[src/hw/rtl/sxl_pkg.sv]
// shared constants, codes and control structs for the s-expression lexer
`timescale 1ns / 1ps
`default_nettype none

package sxl_pkg;

  localparam int WORD_BUFFER = 16;
  localparam int KEEP_MAX    = WORD_BUFFER - 1;
  localparam int LEN_W       = $clog2(WORD_BUFFER);
  localparam int IDX_W       = (KEEP_MAX > 1) ? $clog2(KEEP_MAX) : 1;

  localparam int CHAR_W  = 8;
  localparam int KIND_W  = 3;
  localparam int VALUE_W = 32;

  typedef enum logic [KIND_W-1:0] {
    KIND_OPEN  = 3'd0,
    KIND_CLOSE = 3'd1,
    KIND_INT   = 3'd2,
    KIND_SYM   = 3'd3,
    KIND_END   = 3'd4
  } kind_t;

  localparam logic [CHAR_W-1:0] CH_NUL   = 8'h00;
  localparam logic [CHAR_W-1:0] CH_TAB   = 8'h09;
  localparam logic [CHAR_W-1:0] CH_LF    = 8'h0A;
  localparam logic [CHAR_W-1:0] CH_CR    = 8'h0D;
  localparam logic [CHAR_W-1:0] CH_SPACE = 8'h20;
  localparam logic [CHAR_W-1:0] CH_OPEN  = 8'h28;
  localparam logic [CHAR_W-1:0] CH_CLOSE = 8'h29;
  localparam logic [CHAR_W-1:0] CH_MINUS = 8'h2D;
  localparam logic [CHAR_W-1:0] CH_ZERO  = 8'h30;
  localparam logic [CHAR_W-1:0] CH_NINE  = 8'h39;

  typedef enum logic [1:0] {
    CLS_WORD  = 2'd0,
    CLS_SPACE = 2'd1,
    CLS_TOKEN = 2'd2
  } char_cls_t;

  typedef enum logic [1:0] {
    OSEL_INT   = 2'd0,
    OSEL_SYM   = 2'd1,
    OSEL_TOKEN = 2'd2
  } out_sel_t;

  typedef struct packed {
    logic     append;
    logic     latch_delim;
    logic     load_out;
    out_sel_t out_sel;
    logic     out_last;
    logic     emit_step;
    logic     word_clear;
  } cmd_t;

  typedef struct packed {
    char_cls_t cls;
    logic      word_empty;
    logic      word_numeric;
    logic      sym_last;
    logic      pend_space;
    logic      slot_free;
  } status_t;

endpackage

`default_nettype wire

[src/hw/rtl/sxl_ifs.sv]
// valid/ready channel interfaces for characters in and tokens out
`timescale 1ns / 1ps
`default_nettype none

interface sxl_char_if;
  logic                          valid;
  logic                          ready;
  logic [sxl_pkg::CHAR_W-1:0]    char_in;

  modport source (output valid, output char_in, input ready);
  modport sink   (input valid, input char_in, output ready);
endinterface

interface sxl_tok_if;
  logic                          valid;
  logic                          ready;
  logic [sxl_pkg::KIND_W-1:0]    token_kind;
  logic signed [sxl_pkg::VALUE_W-1:0] int_value;
  logic [sxl_pkg::CHAR_W-1:0]    symbol_char;
  logic                          last_of_run;

  modport source (output valid, output token_kind, output int_value, output symbol_char,
                  output last_of_run, input ready);
  modport sink   (input valid, input token_kind, input int_value, input symbol_char,
                  input last_of_run, output ready);
endinterface

`default_nettype wire

[src/hw/rtl/sxl_ctrl.sv]
// lexer controller: sequences word flushes and token transfers
`timescale 1ns / 1ps
`default_nettype none

module sxl_ctrl (
  input  wire logic             clk,
  input  wire logic             rst_n,
  input  wire logic             in_valid,
  output logic                  in_ready,
  input  wire sxl_pkg::status_t sts,
  output sxl_pkg::cmd_t         cmd
);

  typedef enum logic [2:0] {
    S_IDLE,
    S_SYM_RD,
    S_SYM_WR,
    S_INT,
    S_TOKEN
  } state_t;

  state_t state_r, state_nxt;
  logic   in_ready_r;
  logic   accept;

  assign in_ready = in_ready_r;
  assign accept   = in_valid && in_ready_r;

  always_comb begin
    state_nxt       = state_r;
    cmd             = '0;
    cmd.out_sel     = sxl_pkg::OSEL_TOKEN;
    unique case (state_r)
      S_IDLE: begin
        if (accept) begin
          if (sts.cls == sxl_pkg::CLS_WORD) begin
            cmd.append = 1'b1;
          end else begin
            cmd.latch_delim = 1'b1;
            if (!sts.word_empty) begin
              state_nxt = sts.word_numeric ? S_INT : S_SYM_RD;
            end else if (sts.cls == sxl_pkg::CLS_TOKEN) begin
              state_nxt = S_TOKEN;
            end
          end
        end
      end
      // buffer read data is registered, so each character gets a read state before its write state
      S_SYM_RD: begin
        state_nxt = S_SYM_WR;
      end
      S_SYM_WR: begin
        if (sts.slot_free) begin
          cmd.load_out  = 1'b1;
          cmd.out_sel   = sxl_pkg::OSEL_SYM;
          cmd.out_last  = sts.sym_last && sts.pend_space;
          cmd.emit_step = 1'b1;
          if (sts.sym_last) begin
            cmd.word_clear = 1'b1;
            state_nxt      = sts.pend_space ? S_IDLE : S_TOKEN;
          end else begin
            state_nxt = S_SYM_RD;
          end
        end
      end
      S_INT: begin
        if (sts.slot_free) begin
          cmd.load_out   = 1'b1;
          cmd.out_sel    = sxl_pkg::OSEL_INT;
          cmd.out_last   = sts.pend_space;
          cmd.word_clear = 1'b1;
          state_nxt      = sts.pend_space ? S_IDLE : S_TOKEN;
        end
      end
      S_TOKEN: begin
        if (sts.slot_free) begin
          cmd.load_out = 1'b1;
          cmd.out_sel  = sxl_pkg::OSEL_TOKEN;
          cmd.out_last = 1'b1;
          state_nxt    = S_IDLE;
        end
      end
      default: begin
        state_nxt = S_IDLE;
      end
    endcase
  end

  always_ff @(posedge clk) begin
    if (!rst_n) begin
      state_r    <= S_IDLE;
      in_ready_r <= 1'b1;
    end else begin
      state_r    <= state_nxt;
      in_ready_r <= (state_nxt == S_IDLE);
    end
  end

endmodule

`default_nettype wire

[src/hw/rtl/sxl_dpath.sv]
// lexer datapath: word buffer, running integer value and output register
`timescale 1ns / 1ps
`default_nettype none

module sxl_dpath (
  input  wire logic                          clk,
  input  wire logic                          rst_n,
  input  wire logic [sxl_pkg::CHAR_W-1:0]    char_in,
  input  wire sxl_pkg::cmd_t                 cmd,
  output sxl_pkg::status_t                   sts,
  output logic                               out_valid,
  input  wire logic                          out_ready,
  output logic [sxl_pkg::KIND_W-1:0]         token_kind,
  output logic signed [sxl_pkg::VALUE_W-1:0] int_value,
  output logic [sxl_pkg::CHAR_W-1:0]         symbol_char,
  output logic                               last_of_run
);

  logic [sxl_pkg::CHAR_W-1:0]  word_mem [sxl_pkg::KEEP_MAX];
  logic [sxl_pkg::CHAR_W-1:0]  rd_data_r;
  logic [sxl_pkg::LEN_W-1:0]   len_r;
  logic [sxl_pkg::LEN_W-1:0]   emit_pos_r;
  logic [sxl_pkg::VALUE_W-1:0] acc_r;
  logic                        neg_r;
  logic                        num_ok_r;
  logic                        has_digit_r;
  logic [sxl_pkg::KIND_W-1:0]  pend_kind_r;
  logic                        pend_space_r;

  logic                        out_valid_r;
  logic [sxl_pkg::KIND_W-1:0]  kind_r;
  logic [sxl_pkg::VALUE_W-1:0] value_r;
  logic [sxl_pkg::CHAR_W-1:0]  sym_r;
  logic                        last_r;

  logic                        full;
  logic                        is_digit;
  logic [sxl_pkg::VALUE_W-1:0] digit_ext;
  logic [sxl_pkg::VALUE_W-1:0] acc_times10;
  logic [sxl_pkg::KIND_W-1:0]  delim_kind;

  assign full        = (len_r == sxl_pkg::LEN_W'(sxl_pkg::KEEP_MAX));
  assign is_digit    = (char_in >= sxl_pkg::CH_ZERO) && (char_in <= sxl_pkg::CH_NINE);
  // ascii digits carry their value in the low nibble
  assign digit_ext   = sxl_pkg::VALUE_W'(char_in[3:0]);
  assign acc_times10 = (acc_r << 3) + (acc_r << 1);

  always_comb begin
    sts.word_empty   = (len_r == '0);
    sts.word_numeric = num_ok_r && has_digit_r;
    sts.sym_last     = (sxl_pkg::LEN_W'(emit_pos_r + 1'b1) == len_r);
    sts.pend_space   = pend_space_r;
    sts.slot_free    = !out_valid_r || out_ready;
    unique case (char_in)
      sxl_pkg::CH_SPACE, sxl_pkg::CH_TAB, sxl_pkg::CH_CR, sxl_pkg::CH_LF:
        sts.cls = sxl_pkg::CLS_SPACE;
      sxl_pkg::CH_OPEN, sxl_pkg::CH_CLOSE, sxl_pkg::CH_NUL:
        sts.cls = sxl_pkg::CLS_TOKEN;
      default:
        sts.cls = sxl_pkg::CLS_WORD;
    endcase
  end

  always_comb begin
    unique case (char_in)
      sxl_pkg::CH_OPEN:  delim_kind = sxl_pkg::KIND_OPEN;
      sxl_pkg::CH_CLOSE: delim_kind = sxl_pkg::KIND_CLOSE;
      default:           delim_kind = sxl_pkg::KIND_END;
    endcase
  end

  always_ff @(posedge clk) begin
    if (cmd.append && !full) begin
      word_mem[len_r[sxl_pkg::IDX_W-1:0]] <= char_in;
    end
    rd_data_r <= word_mem[emit_pos_r[sxl_pkg::IDX_W-1:0]];
  end

  // integer value is built as characters arrive
  always_ff @(posedge clk) begin
    if (cmd.append && !full) begin
      if (len_r == '0) begin
        neg_r       <= (char_in == sxl_pkg::CH_MINUS);
        num_ok_r    <= (char_in == sxl_pkg::CH_MINUS) || is_digit;
        has_digit_r <= is_digit;
        acc_r       <= is_digit ? digit_ext : '0;
      end else if (is_digit) begin
        has_digit_r <= 1'b1;
        acc_r       <= acc_times10 + digit_ext;
      end else begin
        num_ok_r <= 1'b0;
      end
    end
    if (cmd.latch_delim) begin
      pend_kind_r  <= delim_kind;
      pend_space_r <= (sts.cls == sxl_pkg::CLS_SPACE);
    end
  end

  always_ff @(posedge clk) begin
    if (!rst_n) begin
      len_r      <= '0;
      emit_pos_r <= '0;
    end else begin
      if (cmd.word_clear) begin
        len_r      <= '0;
        emit_pos_r <= '0;
      end else begin
        if (cmd.append && !full) begin
          len_r <= sxl_pkg::LEN_W'(len_r + 1'b1);
        end
        if (cmd.emit_step) begin
          emit_pos_r <= sxl_pkg::LEN_W'(emit_pos_r + 1'b1);
        end
      end
    end
  end

  always_ff @(posedge clk) begin
    if (!rst_n) begin
      out_valid_r <= 1'b0;
    end else if (cmd.load_out) begin
      out_valid_r <= 1'b1;
    end else if (out_ready) begin
      out_valid_r <= 1'b0;
    end
  end

  always_ff @(posedge clk) begin
    if (cmd.load_out) begin
      last_r <= cmd.out_last;
      case (cmd.out_sel)
        sxl_pkg::OSEL_INT: begin
          kind_r  <= sxl_pkg::KIND_INT;
          value_r <= neg_r ? (sxl_pkg::VALUE_W'(0) - acc_r) : acc_r;
          sym_r   <= '0;
        end
        sxl_pkg::OSEL_SYM: begin
          kind_r  <= sxl_pkg::KIND_SYM;
          value_r <= '0;
          sym_r   <= rd_data_r;
        end
        default: begin
          kind_r  <= pend_kind_r;
          value_r <= '0;
          sym_r   <= '0;
        end
      endcase
    end
  end

  assign out_valid   = out_valid_r;
  assign token_kind  = kind_r;
  assign int_value   = value_r;
  assign symbol_char = sym_r;
  assign last_of_run = last_r;

endmodule

`default_nettype wire

[src/hw/rtl/sexpr_token_lexer_core.sv]
// s-expression lexer top level: controller, datapath and channel wiring
`timescale 1ns / 1ps
`default_nettype none

// Takes one character per transfer and returns tokens: parentheses, end of
// input (byte 0), integers (optional minus and decimal digits, wrapping
// modulo 2^32) and symbols, sent as one transfer per kept character (first
// 15 kept). last_of_run marks the final token caused by one character. A
// word character does not stall the input. A delimiter is taken, after
// which the input stays stalled while the pending word drains: the S_INT
// state for an integer, a read and a write state per symbol character (the
// word buffer has one registered read port), the S_TOKEN state for a
// parenthesis or end token, plus any output stall. A finished token waits
// in the output register while the next character is taken.
module sexpr_token_lexer_core (
  input  wire logic clk,
  input  wire logic rst_n,
  sxl_char_if.sink  in_if,
  sxl_tok_if.source out_if
);

  sxl_pkg::cmd_t    cmd;
  sxl_pkg::status_t sts;

  sxl_ctrl u_ctrl (
    .clk      (clk),
    .rst_n    (rst_n),
    .in_valid (in_if.valid),
    .in_ready (in_if.ready),
    .sts      (sts),
    .cmd      (cmd)
  );

  sxl_dpath u_dpath (
    .clk         (clk),
    .rst_n       (rst_n),
    .char_in     (in_if.char_in),
    .cmd         (cmd),
    .sts         (sts),
    .out_valid   (out_if.valid),
    .out_ready   (out_if.ready),
    .token_kind  (out_if.token_kind),
    .int_value   (out_if.int_value),
    .symbol_char (out_if.symbol_char),
    .last_of_run (out_if.last_of_run)
  );

endmodule

`default_nettype wire
[src/flat_wrapper.sv]
// flat-port wrapper written by rule: the top's interface ports become plain ports
module sexpr_token_lexer_core_flat 
  (clk, rst_n, in_if_valid, in_if_char_in, in_if_ready, out_if_valid, out_if_token_kind, out_if_int_value, out_if_symbol_char, out_if_last_of_run, out_if_ready);
  sxl_char_if in_if_i ();
  sxl_tok_if out_if_i ();
  input  wire logic clk;
  input  wire logic rst_n;
  input wire logic [$bits(in_if_i.valid)-1:0] in_if_valid;
  input wire logic [$bits(in_if_i.char_in)-1:0] in_if_char_in;
  output wire logic [$bits(in_if_i.ready)-1:0] in_if_ready;
  output wire logic [$bits(out_if_i.valid)-1:0] out_if_valid;
  output wire logic [$bits(out_if_i.token_kind)-1:0] out_if_token_kind;
  output wire logic [$bits(out_if_i.int_value)-1:0] out_if_int_value;
  output wire logic [$bits(out_if_i.symbol_char)-1:0] out_if_symbol_char;
  output wire logic [$bits(out_if_i.last_of_run)-1:0] out_if_last_of_run;
  input wire logic [$bits(out_if_i.ready)-1:0] out_if_ready;
  assign in_if_i.valid = in_if_valid;
  assign in_if_i.char_in = in_if_char_in;
  assign in_if_ready = in_if_i.ready;
  assign out_if_valid = out_if_i.valid;
  assign out_if_token_kind = out_if_i.token_kind;
  assign out_if_int_value = out_if_i.int_value;
  assign out_if_symbol_char = out_if_i.symbol_char;
  assign out_if_last_of_run = out_if_i.last_of_run;
  assign out_if_i.ready = out_if_ready;
  sexpr_token_lexer_core u_core (.clk(clk), .rst_n(rst_n), .in_if(in_if_i), .out_if(out_if_i));
endmodule
[config.mk]
export PLATFORM = sky130hd
export DESIGN_NAME = sexpr_token_lexer_core_flat
export DESIGN_NICKNAME = d
export VERILOG_FILES = /design/src/hw/rtl/sxl_pkg.sv /design/src/hw/rtl/sxl_ifs.sv /design/src/hw/rtl/sxl_ctrl.sv /design/src/hw/rtl/sxl_dpath.sv /design/src/hw/rtl/sexpr_token_lexer_core.sv /design/src/flat_wrapper.sv
export SDC_FILE = /design/constraint.sdc
export NUM_CORES = 1
export LEC_CHECK = 0
export BUFFER_PORTS_ARGS = -buffer_cell sky130_fd_sc_hd__buf_2
export CAP_MARGIN = 15
export CORE_AREA = 2 2 147 149
export DETAILED_ROUTE_END_ITERATION = 8
export DIE_AREA = 0 0 149 151
export PLACE_DENSITY = 0.8
export SLEW_MARGIN = 20
export SYNTH_ARGS = -nofsm -noshare
export SYNTH_HDL_FRONTEND = slang
export SYNTH_SLANG_ARGS = --single-unit
[constraint.sdc]
create_clock -name clk -period 5.1 [get_ports clk]
set_input_delay 0.255 -clock clk [delete_from_list [all_inputs] [get_ports clk]]
set_output_delay 0.255 -clock clk [all_outputs]
set_load 0.01 [all_outputs]
-- Yosys cells after proc, flatten, opt, wreduce, memory -nomap -nowiden
Memory sizes are Yosys's and may differ from the RTL's. A register that Yosys moved wholly into a read port is not among the register bits.
Index checks and enable logic that the tools add are counted.
- register bits after elaboration: 96
- RAM bits: 120
- bits of input ports: 12
- output and inout port bits: 46
- logic and storage cells: 102
- memories: 1
- memories (name ; words ; bits a word ; read ports ; clocked after Yosys merged registers in ; write ports ; RTL line ; source):
    u_core.u_dpath.word_mem ; 15 ; 8 ; 1 ; 1 ; 1 ; sxl_dpath.sv:19 ; logic [sxl_pkg::CHAR_W-1:0] word_mem [sxl_pkg::KEEP_MAX];
- add/subtract/negate cells: 5
- $lt $le $gt $ge: 2
- equal/unequal tests: 17
- multiplexer cells: 38
- bitwise logic cells: 1
- reduce and logical (&&, ||, !) cells: 23
- operators with widths (kind ; number):
    $mux W32 ; 3
    $add A32 B32 Y32 ; 1
    $add A32 B4 Y32 ; 1
    $eq A8 B6 Y1 const B ; 4
    $sub A1 B32 Y32 const A ; 1
    $mux W3 ; 9
    $eq A8 B4 Y1 const B ; 3
    $pmux W3 S5 ; 1
    $mux W1 ; 13
    $mux W4 ; 3
    $pmux W3 S2 ; 2
    $pmux W4 S3 ; 1
    $add A4 B1 Y4 const B ; 2
    $ge A8 B6 Y1 const B ; 1
    $le A8 B6 Y1 const B ; 1
    $logic_not A8 Y1 ; 1
    $eq A3 B2 Y1 const B ; 2
    $logic_not A3 Y1 ; 2
    $mux W2 ; 3
    $mux W6 ; 1
    $reduce_and A2 Y1 ; 3
    $logic_and A1 B1 Y1 ; 5
    $eq A2 B1 Y1 const B ; 2
    $eq A4 B4 Y1 ; 1
    16 further kinds ; 20

-- Depth between registers and ports, before layout
- word-level depth: 10
- depth in mapped cells: 11

-- Cells and area by module
A second synthesis with hierarchy kept.
- cells, all modules: 873
- area total of the unflattened synthesis: 11264.6 sq um
- modules (own cells, without submodules) (module ; times used ; cells each ; area an instance (sq um)):
    sxl_dpath ; 1 ; 837 ; 10985.5
    sxl_ctrl ; 1 ; 36 ; 279.0

-- Worst setup path after synthesis
OpenSTA, ideal clock, no wires.
- path type: flip-flop to flip-flop
- start: reg u_core.u_ctrl.state_r[0]
- end: reg u_core.u_dpath.acc_r[0] in the netlist's numbering, enable pin
- setup time: 0.473 ns
- arrival: 3.601 ns
- data required time: 4.627 ns
- slack: 1.026 ns
- stages on the path, launching flop included: 5
- path through: dfxtp_1 -> clkbuf_1 -> nor4_1 -> nand2_1 -> a211oi_1
- longest elaborated chain between the ends: 4
- ends and longest elaborated chain (item ; RTL line ; source):
    start: declaration ; sxl_ctrl.sv:22 ; state_t state_r, state_nxt;
    start signal: assignment ; sxl_ctrl.sv:94 ; state_r <= state_nxt;
    $logic_not A3 Y1 ; sxl_ctrl.sv:33 ; unique case (state_r)
    $mux W2 ; sxl_ctrl.sv:33 ;
    $logic_and A1 B1 Y1 ; sxl_dpath.sv:81 ; if (cmd.append && !full) begin
    $reduce_and A2 Y1 (no source line) ; -- ;
    end signal: assignment ; sxl_dpath.sv:86 ; acc_r <= is_digit ? digit_ext : '0;
    end signal: assignment ; sxl_dpath.sv:89 ; acc_r <= acc_times10 + digit_ext;
    end: declaration ; sxl_dpath.sv:23 ; logic [sxl_pkg::VALUE_W-1:0] acc_r;
Every way passes these cells.
A chain may end at the register's enable or synchronous reset.

-- Worst setup path in the final report
- start: reg u_core.u_dpath.acc_r[2] in the netlist's numbering
- end: reg u_core.u_dpath.acc_r[30] in the netlist's numbering, data pin
- longest elaborated chain between the ends: 4
- ends and longest elaborated chain (item ; RTL line ; source):
    $add A32 B32 Y32 ; sxl_dpath.sv:46 ; assign acc_times10 = (acc_r << 3) + (acc_r << 1);
    $add A32 B4 Y32 ; sxl_dpath.sv:89 ;
    $mux W32 ; sxl_dpath.sv:87 ; end else if (is_digit) begin
    $mux W32 ; sxl_dpath.sv:82 ; if (len_r == '0) begin
Every way passes these cells. The select of a mux whose other input is x is not followed.

==> out/results.ini <==
[floorplanning]
start_util_pct=54.7
coreArea_um2=20800
die-area_um2=22500
rows=53
die_x_um=149
fp.dieH_um=151
ioPinCount=58

[clock_tree]
clk_latency_ns=0.53
cts_root_buf=clkbuf_16
clkTransAtPathRegs_ns=0.06
cts-resized-gates=0
clockBufferDepth=3
cts_made_buffers=23
cts_hold_buffers=0
cts_tree=yes
htree_num_levels=1
clock_sinks=223
post_cts_buffers=0

[grt]
first_global_vias=7257
grt_start_max_net_pins=45
grt_pass1_wl_um=39600
antenna_found_initial=0
overflow=0
grt_usage_pct=22.8

[power_and_ir_drop]
power_density_nw_per_um2=425
totalPowerFinal_mw=5.39
power.leakage_nw=4.61
peakVddDrop_mv=0.277

[synthesis]
syn-num-nets=972
seq_area_frac_synth_pct=56.9
synth_edf_count=202
synth_area_leaders=edfxtp_1, ha_1, mux4_2, dfxtp_1, nor2_1
netlist.area_leader.share_pct=53.2
synth-simple-area-share_pct=11.6
synth_compound_area_share_pct=10.4
syn_area_um2=11400
avgSynthCellArea_um2=12.7
synth_mux_area_share_pct=7.74
yosysUniqueCellTypes=66
synthAdderAreaFrac_pct=7.38
netlist_instances=894
synth_top_family_by_area=simple AND/OR/NAND/NOR gates
synth_top_area_cell=edfxtp_1
synth-xor-area-share_pct=4.23
ys.flop_type=edfxtp_1
synth_warnings=0
async_reset_ff_share_pct=0
synth-seq-cells=223

[setup_path]
start_kind=register
path_class=reg2reg
endpoint_kind=register
crit_required_ns=5.47
critPathMaxFanout=8
reg2reg_slack_ns=1.70
r2r_cells=10
cp.arrival_ns=3.77
slowest_delay_ns=0.48
cp_slowest_cell=edfxtp_1
crit_chain=inv_1 -> fa_1 -> inv_1 -> fa_1 -> a211oi_1 -> o21ai_0 -> o211ai_1 -> a31oi_1 -> a41oi_1 -> mux2i_1
startpoint=u_core.u_dpath.acc_r[2]
r2r_start=u_core.u_dpath.acc_r[2]
worstReg2RegEnd=u_core.u_dpath.acc_r[30]

[layout]
instances_no_fill=1238
final_core_util_pct=60.9
n_antenna_cell=0
area_delta_synth_final_pct=11.2
drive_above_1_share_pct=15.1
design_area_um2=12700
nets=1028

[timing]
achievable-frequency_mhz=294
finalCritPeriodShare_pct=66.7
fin_crit_ns=3.40
skew_ns=0.0138
finalHoldViolations=0
setup_tns_ns=0
worst_pin_slew_ns=1.02
maxSlewHeadroom_pct=31.8
slew_violations=0
worst_hold_slack_ns=0.0276
rsz0062_at_grt=no
setup_violations=0
layout_setup_ws_ns=1.70

[placement]
gp_congestion=0.870
dp_slack_ns=1.41
placed_cells=1200
port_buffers=57
place_area_um2=12000
dp_hpwl_um=17200

[routing]
drt_pass1_iterations=5
viasPerCell=6.13
dr_total_vias=7587
drtAntennaViolNets=0
drt-initial-drc-count=796
finalWirelength_um=25100
avgRoutedWirePerCell_um=20.3
drc=0

[worst_hold_path]
min_path_type=in2reg
min_from=rst_n
whs_path_depth=3
hold_end=u_core.u_dpath.out_valid

[run]
timing.max_cap.violations=0

[status]
status=finished, final reports clean

==> critical path: cells and delay by family (launching register included) <==
family | cells | cell delay (ns)
flops | 1 | 0.48
fa+ha+maj | 2 | 0.96
buf+inv | 2 | 0.16
mux | 1 | 0.21
compound gates | 5 | 1.42
==> cells in the final DEF, fill, tap and decap left out, types with 8 or more instances in the layout <==
cell	count
xor2_1	37
or3_1	13
o21ai_0	40
ha_1	64
nor3_1	19
a21o_1	12
a21oi_1	43
o31ai_1	8
nand2_1	67
nand3_1	14
dfxtp_1	20
nor2_1	90
nand2b_1	12
edfxtp_1	202
mux4_2	32
buf_4	9
a211oi_1	10
xnor2_1	18
inv_1	18
clkbuf_16	23
mux2i_1	15
buf_2	57
and2_1	16
==> cell usage after synthesis (all sizes together), types with 12 or more instances <==
| cell type | count |
|---|---|
| a21o | 12 |
| a21oi | 43 |
| and2 | 16 |
| clkbuf | 31 |
| dfxtp | 21 |
| edfxtp | 202 |
| ha | 64 |
| inv | 18 |
| mux2i | 15 |
| mux4 | 32 |
| nand2 | 68 |
| nand2b | 12 |
| nand3 | 14 |
| nor2 | 91 |
| nor3 | 20 |
| o21ai | 40 |
| or3 | 14 |
| xnor2 | 18 |
| xor2 | 37 |
==> kinds of logic (layout without fill, tap and decap cells) <==
group,count (synthesis),after routing
xor gates and xnor gates,55,55
DFF,223,223
muxes,48,48
AOI/OAI and AO/OA,174,174
and+or+nand+nor,275,275
adders and majority gates,66,66
buffers and inverters,53,122
==> layout make-up <==
type,count,area (um2)
sequential,223,6490
tap,275,344
clock inverter,8,80.1
clock buffer,30,602
fill,1583,8150
timing repair buffer,66,353
inverter,18,67.6
multi-input combinational,618,4740
==> worst max path at each step <==
stage / to / slack, ns / cells past startpoint
floorplan: u_core.u_dpath.acc_r[0] / 1.03 / 4
global placement: u_core.u_dpath.acc_r[30] / 1.49 / 11
detailed placement: u_core.u_dpath.acc_r[30] / 1.41 / 11
CTS: u_core.u_dpath.acc_r[30] / 1.72 / 10
global route: u_core.u_dpath.acc_r[30] / 1.46 / 10
finish: u_core.u_dpath.acc_r[30] / 1.70 / 10
==> layer usage <==
layer / up-vias / wire length [um] / global-route usage (%)
li1: 3530 / - / -
met1: 3691 / 10800 / 32.2
met2: 322 / 11800 / 36.1
met3: 44 / 1960 / 5.00
met4: 0 / 516 / 6.24
met5: - / 0 / 0
==> power breakdown <==
part / leakage (nW) / switching [mW] / total (mW) / internal (mW)
combinational: 2.24 / 0.968 / 1.59 / 0.621
sequential: 2.04 / 0.116 / 2.24 / 2.12
clock: 0.332 / 0.679 / 1.56 / 0.883
==> flip-flops by register name, indices dropped and copies added, names as in the netlist <==
name                         count
u_core.u_dpath.word_mem        120
u_core.u_dpath.acc_r            32
u_core.u_dpath.int_value        32
u_core.u_dpath.rd_data_r         8
u_core.u_dpath.symbol_char       8
u_core.u_dpath.emit_pos_r        4
u_core.u_dpath.len_r             4
u_core.u_ctrl.state_r            3
u_core.u_dpath.token_kind        3
u_core.u_dpath.pend_kind_r       2
u_core.u_ctrl.in_ready           1
u_core.u_dpath.has_digit_r       1
u_core.u_dpath.last_of_run       1
u_core.u_dpath.neg_r             1
u_core.u_dpath.num_ok_r          1
u_core.u_dpath.out_valid         1
u_core.u_dpath.pend_space_r      1
Power figures use the tool's default switching activity.
